$ cat src/rtl/core/mvm_pkg.sv
// Shared constants, sequencer codes and interface types of the multirotor velocity model.
`default_nettype none
package mvm_pkg;

   localparam int FRAC_BITS_DEF        = 16;
   localparam int YAW_ACCEL_LIMIT_DEF  = 196608;
   localparam int RESP_ACCEL_LIMIT_DEF = 262144;
   localparam int RESP_JERK_LIMIT_DEF  = 655360;

   localparam int REQ_DW = 144;
   localparam int RSP_DW = 352;
   localparam int ACT_W  = 3;
   localparam int STS_W  = 2;
   localparam int CSR_IW = 3;
   localparam int CSR_DW = 31;

   localparam logic [ACT_W-1:0] ACT_STEP     = 3'd0;
   localparam logic [ACT_W-1:0] ACT_LOAD_POS = 3'd1;
   localparam logic [ACT_W-1:0] ACT_LOAD_VEL = 3'd2;
   localparam logic [ACT_W-1:0] ACT_LOAD_CMD = 3'd3;
   localparam logic [ACT_W-1:0] ACT_LOAD_ACC = 3'd4;

   localparam logic [STS_W-1:0] STS_OK      = 2'd0;
   localparam logic [STS_W-1:0] STS_ZERO_DT = 2'd1;
   localparam logic [STS_W-1:0] STS_SAT     = 2'd2;

   localparam logic [CSR_IW-1:0] REG_ALPHA  = 3'd0;
   localparam logic [CSR_IW-1:0] REG_ITAU   = 3'd1;
   localparam logic [CSR_IW-1:0] REG_ALXY   = 3'd2;
   localparam logic [CSR_IW-1:0] REG_ALZ    = 3'd3;
   localparam logic [CSR_IW-1:0] REG_SLXY   = 3'd4;
   localparam logic [CSR_IW-1:0] REG_SLZ    = 3'd5;
   localparam logic [CSR_IW-1:0] REG_YLIM   = 3'd6;
   localparam logic [CSR_IW-1:0] REG_MODE   = 3'd7;

   localparam int OPW = 6;
   localparam logic [OPW-1:0] OP_IDLE  = 6'd0;
   localparam logic [OPW-1:0] OP_DISP  = 6'd1;
   localparam logic [OPW-1:0] OP_LD    = 6'd2;
   localparam logic [OPW-1:0] OP_FIN   = 6'd3;
   localparam logic [OPW-1:0] OP_M_D0  = 6'd4;
   localparam logic [OPW-1:0] OP_M_D1  = 6'd5;
   localparam logic [OPW-1:0] OP_M_D2  = 6'd6;
   localparam logic [OPW-1:0] OP_M_D3  = 6'd7;
   localparam logic [OPW-1:0] OP_M_BZ  = 6'd8;
   localparam logic [OPW-1:0] OP_M_BY  = 6'd9;
   localparam logic [OPW-1:0] OP_M_BXY = 6'd10;
   localparam logic [OPW-1:0] OP_M_NB  = 6'd11;
   localparam logic [OPW-1:0] OP_N_AX  = 6'd12;
   localparam logic [OPW-1:0] OP_N_AY  = 6'd13;
   localparam logic [OPW-1:0] OP_N_UB  = 6'd14;
   localparam logic [OPW-1:0] OP_N_CMP = 6'd15;
   localparam logic [OPW-1:0] OP_N_QX  = 6'd16;
   localparam logic [OPW-1:0] OP_N_QY  = 6'd17;
   localparam logic [OPW-1:0] OP_N_SQ  = 6'd18;
   localparam logic [OPW-1:0] OP_N_SQW = 6'd19;
   localparam logic [OPW-1:0] OP_N_DX  = 6'd20;
   localparam logic [OPW-1:0] OP_N_DXW = 6'd21;
   localparam logic [OPW-1:0] OP_N_DY  = 6'd22;
   localparam logic [OPW-1:0] OP_N_DYW = 6'd23;
   localparam logic [OPW-1:0] OP_N_WB  = 6'd24;
   localparam logic [OPW-1:0] OP_A_CL  = 6'd25;
   localparam logic [OPW-1:0] OP_L_G   = 6'd26;
   localparam logic [OPW-1:0] OP_L_GW  = 6'd27;
   localparam logic [OPW-1:0] OP_L_M0  = 6'd28;
   localparam logic [OPW-1:0] OP_L_M1  = 6'd29;
   localparam logic [OPW-1:0] OP_L_M2  = 6'd30;
   localparam logic [OPW-1:0] OP_L_M3  = 6'd31;
   localparam logic [OPW-1:0] OP_J_D0  = 6'd32;
   localparam logic [OPW-1:0] OP_J_D1  = 6'd33;
   localparam logic [OPW-1:0] OP_J_D2  = 6'd34;
   localparam logic [OPW-1:0] OP_J_D3  = 6'd35;
   localparam logic [OPW-1:0] OP_J_CH  = 6'd36;
   localparam logic [OPW-1:0] OP_J_JB  = 6'd37;
   localparam logic [OPW-1:0] OP_J_AC  = 6'd38;
   localparam logic [OPW-1:0] OP_J_V0  = 6'd39;
   localparam logic [OPW-1:0] OP_J_V1  = 6'd40;
   localparam logic [OPW-1:0] OP_J_V2  = 6'd41;
   localparam logic [OPW-1:0] OP_J_V3  = 6'd42;
   localparam logic [OPW-1:0] OP_P_0   = 6'd43;
   localparam logic [OPW-1:0] OP_P_1   = 6'd44;
   localparam logic [OPW-1:0] OP_P_2   = 6'd45;
   localparam logic [OPW-1:0] OP_P_3   = 6'd46;
   localparam logic [OPW-1:0] OP_P_4   = 6'd47;

   typedef struct packed {
      logic [OPW-1:0] op;
      logic           take;
      logic           capture;
   } cmd_type;

   typedef struct packed {
      logic [ACT_W-1:0] act;
      logic             dt_zero;
      logic             mode;
      logic             need;
      logic             sq_done;
      logic             dv_done;
   } stat_type;

endpackage
`default_nettype wire

$ cat src/rtl/core/mvm_ctrl.sv
// Controller: sequences loads and the step computation, and owns both handshakes.
`default_nettype none
module mvm_ctrl (
   input  wire logic              clock,
   input  wire logic              reset,
   input  wire logic              req_tvalid,
   output logic                   req_tready,
   output logic                   rsp_tvalid,
   input  wire logic              rsp_tready,
   output mvm_pkg::cmd_type       cmd,
   input  wire mvm_pkg::stat_type stat
);
   import mvm_pkg::*;

   localparam logic [1:0] NORM_CMD   = 2'd0;
   localparam logic [1:0] NORM_DES   = 2'd1;
   localparam logic [1:0] NORM_JERK  = 2'd2;

   logic [OPW-1:0] state_ff, state_in, ret_op;
   logic [1:0]     nsel_ff, nsel_in;
   logic           vld_ff, vld_in;
   logic           free;

   assign free = !vld_ff || rsp_tready;

   always_comb begin
      case (nsel_ff)
         NORM_CMD:  ret_op = OP_A_CL;
         NORM_DES:  ret_op = OP_J_CH;
         NORM_JERK: ret_op = OP_J_AC;
         default:   ret_op = OP_A_CL;
      endcase
   end

   always_comb begin
      state_in    = state_ff;
      nsel_in     = nsel_ff;
      vld_in      = vld_ff && !rsp_tready;
      cmd.op      = state_ff;
      cmd.take    = 1'b0;
      cmd.capture = 1'b0;
      case (state_ff)
         OP_IDLE: begin
            if (req_tvalid) begin
               cmd.take = 1'b1;
               state_in = OP_DISP;
            end
         end
         OP_DISP: begin
            state_in = (stat.act == ACT_STEP && !stat.dt_zero) ? OP_M_D0 : OP_LD;
         end
         OP_LD:    state_in = OP_FIN;
         OP_FIN: begin
            if (free) begin
               cmd.capture = 1'b1;
               vld_in      = 1'b1;
               state_in    = OP_IDLE;
            end
         end
         OP_M_D0:  state_in = OP_M_D1;
         OP_M_D1:  state_in = OP_M_D2;
         OP_M_D2:  state_in = OP_M_D3;
         OP_M_D3:  state_in = OP_M_BZ;
         OP_M_BZ:  state_in = OP_M_BY;
         OP_M_BY:  state_in = OP_M_BXY;
         OP_M_BXY: state_in = OP_M_NB;
         OP_M_NB: begin
            nsel_in  = NORM_CMD;
            state_in = OP_N_AX;
         end
         OP_N_AX:  state_in = OP_N_AY;
         OP_N_AY:  state_in = OP_N_UB;
         OP_N_UB:  state_in = OP_N_CMP;
         OP_N_CMP: state_in = OP_N_QX;
         OP_N_QX:  state_in = OP_N_QY;
         OP_N_QY:  state_in = stat.need ? OP_N_SQ : ret_op;
         OP_N_SQ:  state_in = OP_N_SQW;
         OP_N_SQW: state_in = stat.sq_done ? OP_N_DX : OP_N_SQW;
         OP_N_DX:  state_in = OP_N_DXW;
         OP_N_DXW: state_in = stat.dv_done ? OP_N_DY : OP_N_DXW;
         OP_N_DY:  state_in = OP_N_DYW;
         OP_N_DYW: state_in = stat.dv_done ? OP_N_WB : OP_N_DYW;
         OP_N_WB:  state_in = ret_op;
         OP_A_CL:  state_in = stat.mode ? OP_J_D0 : OP_L_G;
         OP_L_G:   state_in = OP_L_GW;
         OP_L_GW:  state_in = OP_L_M0;
         OP_L_M0:  state_in = OP_L_M1;
         OP_L_M1:  state_in = OP_L_M2;
         OP_L_M2:  state_in = OP_L_M3;
         OP_L_M3:  state_in = OP_P_0;
         OP_J_D0:  state_in = OP_J_D1;
         OP_J_D1:  state_in = OP_J_D2;
         OP_J_D2:  state_in = OP_J_D3;
         OP_J_D3: begin
            nsel_in  = NORM_DES;
            state_in = OP_N_AX;
         end
         OP_J_CH:  state_in = OP_J_JB;
         OP_J_JB: begin
            nsel_in  = NORM_JERK;
            state_in = OP_N_AX;
         end
         OP_J_AC:  state_in = OP_J_V0;
         OP_J_V0:  state_in = OP_J_V1;
         OP_J_V1:  state_in = OP_J_V2;
         OP_J_V2:  state_in = OP_J_V3;
         OP_J_V3:  state_in = OP_P_0;
         OP_P_0:   state_in = OP_P_1;
         OP_P_1:   state_in = OP_P_2;
         OP_P_2:   state_in = OP_P_3;
         OP_P_3:   state_in = OP_P_4;
         OP_P_4:   state_in = OP_FIN;
         default:  state_in = OP_IDLE;
      endcase
   end

   always_ff @(posedge clock) begin
      if (reset) begin
         state_ff <= OP_IDLE;
         nsel_ff  <= NORM_CMD;
         vld_ff   <= 1'b0;
      end else begin
         state_ff <= state_in;
         nsel_ff  <= nsel_in;
         vld_ff   <= vld_in;
      end
   end

   assign req_tready = (state_ff == OP_IDLE);
   assign rsp_tvalid = vld_ff;
endmodule
`default_nettype wire

$ cat config.mk
export PLATFORM = sky130hd
export DESIGN_NAME = mvm_ctrl
export DESIGN_NICKNAME = d
export VERILOG_FILES = /design/src/rtl/core/mvm_pkg.sv /design/src/rtl/core/mvm_ctrl.sv
export SDC_FILE = /design/constraint.sdc
export NUM_CORES = 1
export LEC_CHECK = 0
export BUFFER_PORTS_ARGS = -buffer_cell sky130_fd_sc_hd__clkbuf_2
export CORE_ASPECT_RATIO = 0.6
export CORE_MARGIN = 3
export CORE_UTILIZATION = 44
export DETAILED_ROUTE_END_ITERATION = 7
export GPL_TIMING_DRIVEN = 0
export PLACE_DENSITY_LB_ADDON = 0.08
export SKIP_CTS_REPAIR_TIMING = 1
export SYNTH_ARGS = -nofsm -noshare
export SYNTH_HDL_FRONTEND = slang
export SYNTH_SLANG_ARGS = --single-unit
$ cat constraint.sdc
create_clock -name clock -period 1.55 [get_ports clock]
set_input_delay 0.465 -clock clock [delete_from_list [all_inputs] [get_ports clock]]
set_output_delay 0.465 -clock clock [all_outputs]
set_load 0.005 [all_outputs]
==> results of run 1 <==
[metal layers]
layer	GRT usage (%)	part of all wire, %	vias to the layer above
li1	-	-	746
met1	33.8	38	807
met2	37.5	44	160
met3	10.0	15	32
met4	5.32	2.9	0
met5	0	0	-
[area by class of cell]
cell class              count  share of cell area, %
repair buffers             30                   11.2
clock buffers               4                   2.55
flip-flops and latches      9                   10.9
inverters                   5                   1.06
multi-input cells         144                   61.5
well taps                  32                   2.26
plain buffers              18                   10.5
[worst paths after layout]
| check | start | to | depth (start not counted) |
|---|---|---|---|
| worst max-delay path | state_ff[3]$_SDFFE_PP0P_ | cmd[1] | 4 |
| worst min-delay path | reset | state_ff[2]$_SDFFE_PP0P_ | 2 |
| worst max register to register | state_ff[3]$_SDFFE_PP0P_ | state_ff[3]$_SDFFE_PP0P_ | 6 |
| worst min register to register | nsel_ff[1]$_SDFFE_PP0P_ | nsel_ff[1]$_SDFFE_PP0P_ | 2 |
[stage by stage]
step,total power (µW),std cells,hold WS [ns]
5_1_grt,3300,242,0.512
4_1_cts,2360,233,0.498
6_report,3140,242,0.507
3_3_place_gp,2080,229,0.503
3_5_place_dp,2090,229,0.519
2_1_floorplan,1630,176,0.482
[Yosys cell counts, types with 3 or more instances]
library cell	n
a21oi_1	10
a31oi_1	6
a41oi_1	3
buf_2	14
dfxtp_1	9
inv_1	4
nand2_1	9
nand2b_1	11
nand3_1	6
nand4_1	3
nand4b_1	4
nor2_1	18
nor2b_1	6
nor3_1	5
nor3b_1	3
nor4_1	5
o21ai_0	6
o22ai_1	3
[worst register-to-register path: cells and delay by family (launching register included)]
kind,cells,cell delay (ns)
and+or+nand+nor,2,0.87
DFF,1,0.32
buffers and inverters,2,0.34
AOI/OAI and AO/OA,2,0.22
[sequential cells by signal, indices dropped and copies added (netlist names)]
register    flops
nsel_ff         2
rsp_tvalid      1
state_ff        6
[report_power, final]
part / leakage (µW) / switching (µW) / internal (µW)
registers: 0.0000764 / 70.8 / 303
logic: 0.000510 / 1360 / 1150
clock network: 0.0000228 / 83.9 / 178
[logic make-up after synthesis]
kind of cell | after synthesis | share of synthesized area (%)
AOI/OAI and AO/OA | 57 | 33.6
adders and majority gates | 1 | 1.02
buffers and inverters | 23 | 9.04
DFF | 9 | 14.6
muxes | 2 | 1.73
and+or+nand+nor | 84 | 39.9
==> results.json, run 1 <==
{
  "vias": 1745,
  "io_buffers": 21,
  "place.gp.congestion": 0.974,
  "die_h_um": 47.0,
  "r2r_setup_slack_ns": -0.30,
  "clk_pin_slew_worst_paths_ns": 0.04,
  "viasPerCell": 7.21,
  "p_per_area_nw_per_um2": 1780,
  "wl_per_cell_um": 20.8,
  "grtUsageTotal_pct": 24.9,
  "setup_ws_ns": -0.391,
  "clk_latency_ns": 0.23,
  "hold_path_class": "in2reg",
  "synth_ff_type": "dfxtp_1",
  "final_antenna_net_count": 0,
  "cp_num_buf_inv": 1,
  "worstPathCellList": "or4_4 -> nor3_4 -> and2_1 -> buf_2",
  "violations": "negative setup slack",
  "cts_root_buf": "clkbuf_8",
  "placedInstanceArea_um2": 1410,
  "setup_violations": 9,
  "synth_edf_count": 0,
  "io_pins": 22,
  "fin_tns_setup_ns": -2.25,
  "grt_pass1_wl_mm": 6.65,
  "synth.top_cells.by_area": "dfxtp_1 15%, buf_2 5.7%, nand2b_1 5.6%",
  "slowest_delay_ns": 0.56,
  "vdd_drop_max_uv": 751,
  "layout_commonest_cell": "clkbuf_2",
  "maxSlewViolCount": 0,
  "synth_cell_type_count": 58,
  "end_kind": "output port",
  "hold_viol": 0,
  "period_share_pct": 125,
  "die_width_um": 74.3,
  "htree_levels": 1,
  "syn_area_um2": 1230,
  "synth_top_area_share_pct": 14.6,
  "regArea_um2": 193,
  "drcViolationCount": 0,
  "path_max_fanout": 3,
  "grt_pass1_vias": 1401,
  "relSlewSlack_pct": 76.1,
  "initial_utilization_pct": 47.8,
  "yosysWarnings": 0,
  "dp_hpwl_mm": 3.30,
  "max_freq_ghz": 0.515,
  "cts_made_buffers": 3,
  "crit_arrival_ns": 1.48,
  "required_ns": 1.08,
  "criticalPathCategory": "reg2out",
  "clock_skew_ns": 0.00255,
  "status": "finished, violations left",
  "layout_common_cells": "19 x clkbuf_2, 14 x nor2_1, 10 x buf_4, 10 x nand2b_1, 10 x a21oi_1",
  "cts.path.max_buffers": 2,
  "crit_slowest_cell": "or4_4",
  "antenna_cells": 0,
  "syn_to_final_growth_pct": 43.6,
  "drt_iter0_drc": 207,
  "crit_family": "simple AND/OR/NAND/NOR gates",
  "rsz0062_at_grt": "true",
  "start_kind": "register",
  "synth_nets": 189,
  "worstMarginPinSlew_ns": 0.350,
  "dp_slack_ns": -0.339,
  "grt_max_degree": 11,
  "coreArea_um2": 2570,
  "cts_tree": "yes",
  "cts.sinks": 9,
  "die_area_um2": 3490,
  "min_period_ns": 1.94,
  "ys_seq_elements": 9,
  "multi_input_area_um2": 1090,
  "layout-drive-gt1-share_pct": 39.0,
  "avgSynthCellArea_um2": 7.00,
  "synth.yosys.seq_area_share_pct": 14.6,
  "synth_top_cell_by_area": "dfxtp_1",
  "routed_wl_mm": 5.03,
  "synth-async-reset-ratio_pct": 0,
  "num-nets-final": 224,
  "power.leakage_uw": 0.000609,
  "drv_cap": 0,
  "first_pass_iters": 8,
  "utilization_pct": 68.7,
  "design_area_um2": 1770,
  "antenna_found_initial": 0,
  "num_rows": 14,
  "fill_cells": 200,
  "syn_inst": 176,
  "overflow": 0
}
Power figures use the tool's default switching activity.
==> run 2: changes to the inputs <==
- CORE_ASPECT_RATIO: 0.6 -> not set
==> results.json, run 2 (synthesized netlist as in run 1, its figures left out) <==
{
  "required_ns": 1.08,
  "startpoint": "state_ff[3]$_SDFFE_PP0P_",
  "cts_root_buf": "clkbuf_4",
  "power.leakage_uw": 0.000616,
  "setup_violations": 9,
  "dp_slack_ns": -0.327,
  "violations": "negative setup slack",
  "overflow": 0,
  "cts.path.max_buffers": 2,
  "layout_common_cells": "20 x clkbuf_2, 14 x nor2_1, 11 x nand2b_1",
  "num_rows": 18,
  "relSlewSlack_pct": 72.3,
  "worstMarginPinSlew_ns": 0.411,
  "layout-drive-gt1-share_pct": 45.9,
  "coreArea_um2": 2570,
  "finalPower_uw": 3270,
  "top_register": "state_ff",
  "fill_cells": 208,
  "whs_ns": 0.485,
  "crit-reg2reg-launch": "state_ff[3]$_SDFFE_PP0P_",
  "design_area_um2": 1860,
  "num-nets-final": 223,
  "min_from": "reset",
  "clock_skew_ns": 0.00455,
  "vdd_drop_max_uv": 1330,
  "placedInstanceArea_um2": 1400,
  "path_max_fanout": 3,
  "cts_tree": "yes",
  "io_buffers": 21,
  "clk_latency_ns": 0.26,
  "die_h_um": 58.9,
  "end_kind": "output port",
  "final_antenna_net_count": 0,
  "initial_utilization_pct": 48.0,
  "place.gp.congestion": 1.00,
  "hold_viol": 0,
  "largest_reg_flops": 6,
  "crit_arrival_ns": 1.54,
  "setup_ws_ns": -0.458,
  "start_kind": "register",
  "status": "finished, violations left",
  "maxSlewViolCount": 0,
  "cts.sinks": 9,
  "syn_to_final_growth_pct": 51.2,
  "fin_tns_setup_ns": -2.48,
  "dp_hpwl_mm": 3.22,
  "htree_levels": 1,
  "routed_wl_mm": 5.35,
  "grtUsageTotal_pct": 27.2,
  "clk_pin_slew_worst_paths_ns": 0.06,
  "die_area_um2": 3470,
  "antenna_cells": 0,
  "viasPerCell": 7.24,
  "max_freq_ghz": 0.498,
  "io_pins": 22,
  "drv_cap": 0,
  "criticalPathCategory": "reg2out",
  "antenna_found_initial": 0,
  "drcViolationCount": 0,
  "grt_pass1_vias": 1454,
  "first_pass_iters": 5,
  "grt_pass1_wl_mm": 7.25,
  "drt_iter0_drc": 140,
  "cts_made_buffers": 3,
  "die_width_um": 58.9,
  "p_per_area_nw_per_um2": 1760,
  "wl_per_cell_um": 22.4,
  "hold_path_class": "in2reg",
  "rsz0062_at_grt": "true",
  "vias": 1731,
  "grt_max_degree": 11,
  "period_share_pct": 130,
  "layout_commonest_cell": "clkbuf_2",
  "min_period_ns": 2.01
}
run 2: changes by cell type in the layout (fill, tap and decap cells not counted), moves of 2 or more:
cell	previous run	this run
buf_2	4	1
clkbuf_4	1	4
clkbuf_8	3	0
a2111oi_0	2	0
a31oi_1	6	4
a31oi_4	0	2
a41oi_1	2	0
a41oi_2	1	3
dfxtp_2	4	2
nor2b_1	5	3
or2_1	2	0
or2_4	0	2
run 2: critical path, stage by stage (launching register included):
cell and delay (ns):
dfxtp_2 0.33, or4_4 0.57, nor3_4 0.13, and2_1 0.14, buf_2 0.10
run 2: metal layers:
layer | track usage, % | vias up | wire length [µm]
met2 | 40.5 | 154 | 2500
met3 | 8.77 | 34 | 637
met4 | 5.83 | 0 | 215
li1 | - | 747 | -
met5 | 0 | - | 0
met1 | 38.0 | 796 | 2000
run 2: final cells by class:
type | count | area (µm²) | share of cell area, %
sequential | 9 | 194 | 10.4
timing repair buffer | 29 | 186 | 10.0
inverter | 5 | 22.5 | 1.21
clock buffer | 4 | 26.3 | 1.41
tap | 30 | 37.5 | 2.02
multi-input combinational | 144 | 1190 | 63.8
buffer | 18 | 208 | 11.2
run 2: through the flow:
stage / utilization [%] / std cells
6_report: 72.5 / 239
5_1_grt: 72.5 / 239
4_1_cts: 55.7 / 231
3_5_place_dp: 54.7 / 227
3_3_place_gp: 54.7 / 227
2_1_floorplan: - / 176
run 2: worst paths after layout:
check,to,slack [ns],depth (start not counted)
worst max-delay path,cmd[1],-0.46,4
worst min-delay path,state_ff[2]$_SDFFE_PP0P_,0.48,2
worst max register to register,state_ff[2]$_SDFFE_PP0P_,-0.25,8
worst min register to register,nsel_ff[1]$_SDFFE_PP0P_,0.54,2
run 2: power by group:
group          internal (µW)  switching [µW]
combinational           1220            1490
sequential               300            75.5
clock                   99.2            82.3
total                   1620            1650
==> run 3: changes to the inputs <==
- CELL_PAD_IN_SITES_DETAIL_PLACEMENT: not set -> 0
- CELL_PAD_IN_SITES_GLOBAL_PLACEMENT: not set -> 1
- CORE_UTILIZATION: 44 -> 36
- SLEW_MARGIN: not set -> 20
- TNS_END_PERCENT: not set -> 30
==> results.json, run 3 (synthesized netlist as in run 1, its figures left out) <==
{
  "overflow": 0,
  "cp_num_buf_inv": 1,
  "finalPower_uw": 2590,
  "r2r_cells": 6,
  "slowest_delay_ns": 0.57,
  "antenna_found_initial": 0,
  "clk_pin_slew_worst_paths_ns": 0.06,
  "grtUsageTotal_pct": 22.6,
  "wl_per_cell_um": 18.6,
  "clock_skew_ns": 0.00173,
  "utilization_pct": 48.9,
  "min_from": "reset",
  "dp_hpwl_mm": 3.35,
  "crit_family": "simple AND/OR/NAND/NOR gates",
  "p_per_area_nw_per_um2": 1680,
  "rsz0062_at_grt": "true",
  "vias": 1565,
  "htree_levels": 1,
  "place.gp.congestion": 0.915,
  "cts_tree": "yes",
  "start_kind": "register",
  "maxSlewViolCount": 0,
  "viasPerCell": 6.31,
  "antenna_cells": 0,
  "largest_reg_flops": 6,
  "routed_wl_mm": 4.62,
  "io_buffers": 21,
  "crit-reg2reg-launch": "state_ff[5]$_SDFFE_PP0P_",
  "grt_max_degree": 11,
  "die_h_um": 64.5,
  "required_ns": 1.08,
  "criticalPathCategory": "reg2out",
  "multi_input_area_um2": 988,
  "max_freq_ghz": 0.503,
  "placedInstanceArea_um2": 1410,
  "initial_utilization_pct": 39.0,
  "num-nets-final": 218,
  "period_share_pct": 128,
  "vdd_drop_max_uv": 547,
  "min_period_ns": 1.99,
  "coreArea_um2": 3150,
  "status": "finished, violations left",
  "fill_cells": 347,
  "layout_commonest_cell": "clkbuf_2",
  "path_max_fanout": 3,
  "cts.path.max_buffers": 2,
  "timing.rr.end": "state_ff[0]$_SDFFE_PP0P_",
  "cts_made_buffers": 3,
  "drt_iter0_drc": 106,
  "worstPathCellList": "or4_4 -> nor3_4 -> and2_1 -> clkbuf_2",
  "r2r_setup_slack_ns": -0.23,
  "end_kind": "output port",
  "hold_path_class": "in2reg",
  "crit_arrival_ns": 1.52,
  "relSlewSlack_pct": 70.9,
  "syn_to_final_growth_pct": 25.3,
  "design_area_um2": 1540,
  "io_pins": 22,
  "grt_pass1_vias": 1484,
  "cts.sinks": 9,
  "hold_viol": 0,
  "num_rows": 20,
  "worstMarginPinSlew_ns": 0.430,
  "layout_common_cells": "21 x clkbuf_2, 17 x nor2_1, 11 x nand2b_1",
  "top_register": "state_ff",
  "first_pass_iters": 4,
  "drcViolationCount": 0,
  "power.leakage_uw": 0.000542,
  "regArea_um2": 186,
  "drv_cap": 0,
  "hold_depth": 2,
  "clk_latency_ns": 0.26,
  "final_cell_count_no_fill": 248,
  "violations": "negative setup slack",
  "crit_slowest_cell": "or4_4",
  "dp.cells": 241,
  "die_width_um": 64.5,
  "final_antenna_net_count": 0,
  "layout-drive-gt1-share_pct": 30.9,
  "setup_ws_ns": -0.438,
  "cts_root_buf": "clkbuf_4",
  "grt_pass1_wl_mm": 7.43,
  "setup_violations": 10,
  "dp_slack_ns": -0.347,
  "die_area_um2": 4160,
  "min_to": "state_ff[1]$_SDFFE_PP0P_"
}
## run 3: worst max path at each step
stage,from,to,slack (ns),depth (start not counted)
global route,state_ff[3]$_SDFFE_PP0P_,cmd[1],-0.52,4
finish,state_ff[3]$_SDFFE_PP0P_,cmd[1],-0.44,4
global placement,state_ff[4]$_SDFFE_PP0P_,state_ff[1]$_SDFFE_PP0P_,-0.41,5
CTS,state_ff[4]$_SDFFE_PP0P_,cmd[1],-0.63,5
floorplan,state_ff[3]$_SDFFE_PP0P_,cmd[1],-0.09,3
detailed placement,state_ff[4]$_SDFFE_PP0P_,state_ff[1]$_SDFFE_PP0P_,-0.35,5
## run 3: worst register-to-register path, delay by kind of cell, from the launching register on
kind | cells | cell delay (ns)
DFF | 1 | 0.35
buffers and inverters | 1 | 0.21
AOI/OAI and AO/OA | 3 | 0.55
and+or+nand+nor | 2 | 0.55
## run 3: metrics by stage
step           hold slack [ns]  setup TNS (ns)
2_1_floorplan            0.482          -0.150
3_3_place_gp             0.509           -2.73
3_5_place_dp             0.526           -2.50
4_1_cts                  0.462           -3.52
5_1_grt                  0.468           -3.43
6_report                 0.469           -2.39
## run 3: power by group
| group | internal [µW] | total (µW) | switching [µW] |
|---|---|---|---|
| Combinational | 889 | 2060 | 1170 |
| Clock | 99.5 | 185 | 85.8 |
| Sequential | 292 | 348 | 56.1 |
## run 3: layout make-up
| cell class | count | share of cell area, % |
|---|---|---|
| timing repair buffer | 24 | 8.68 |
| buffer | 18 | 8.68 |
| tap | 44 | 3.57 |
| sequential | 9 | 12.1 |
| clock buffer | 4 | 1.70 |
| multi-input combinational | 144 | 64.1 |
| inverter | 5 | 1.22 |
## run 3: metal layers
layer | track usage, % | share of wire, % | vias to the layer above
met5 | 0 | 0 | -
met4 | 6.07 | 2.4 | 0
met3 | 7.28 | 9.0 | 12
met2 | 35.7 | 48 | 89
met1 | 29.5 | 40 | 731
li1 | - | - | 733
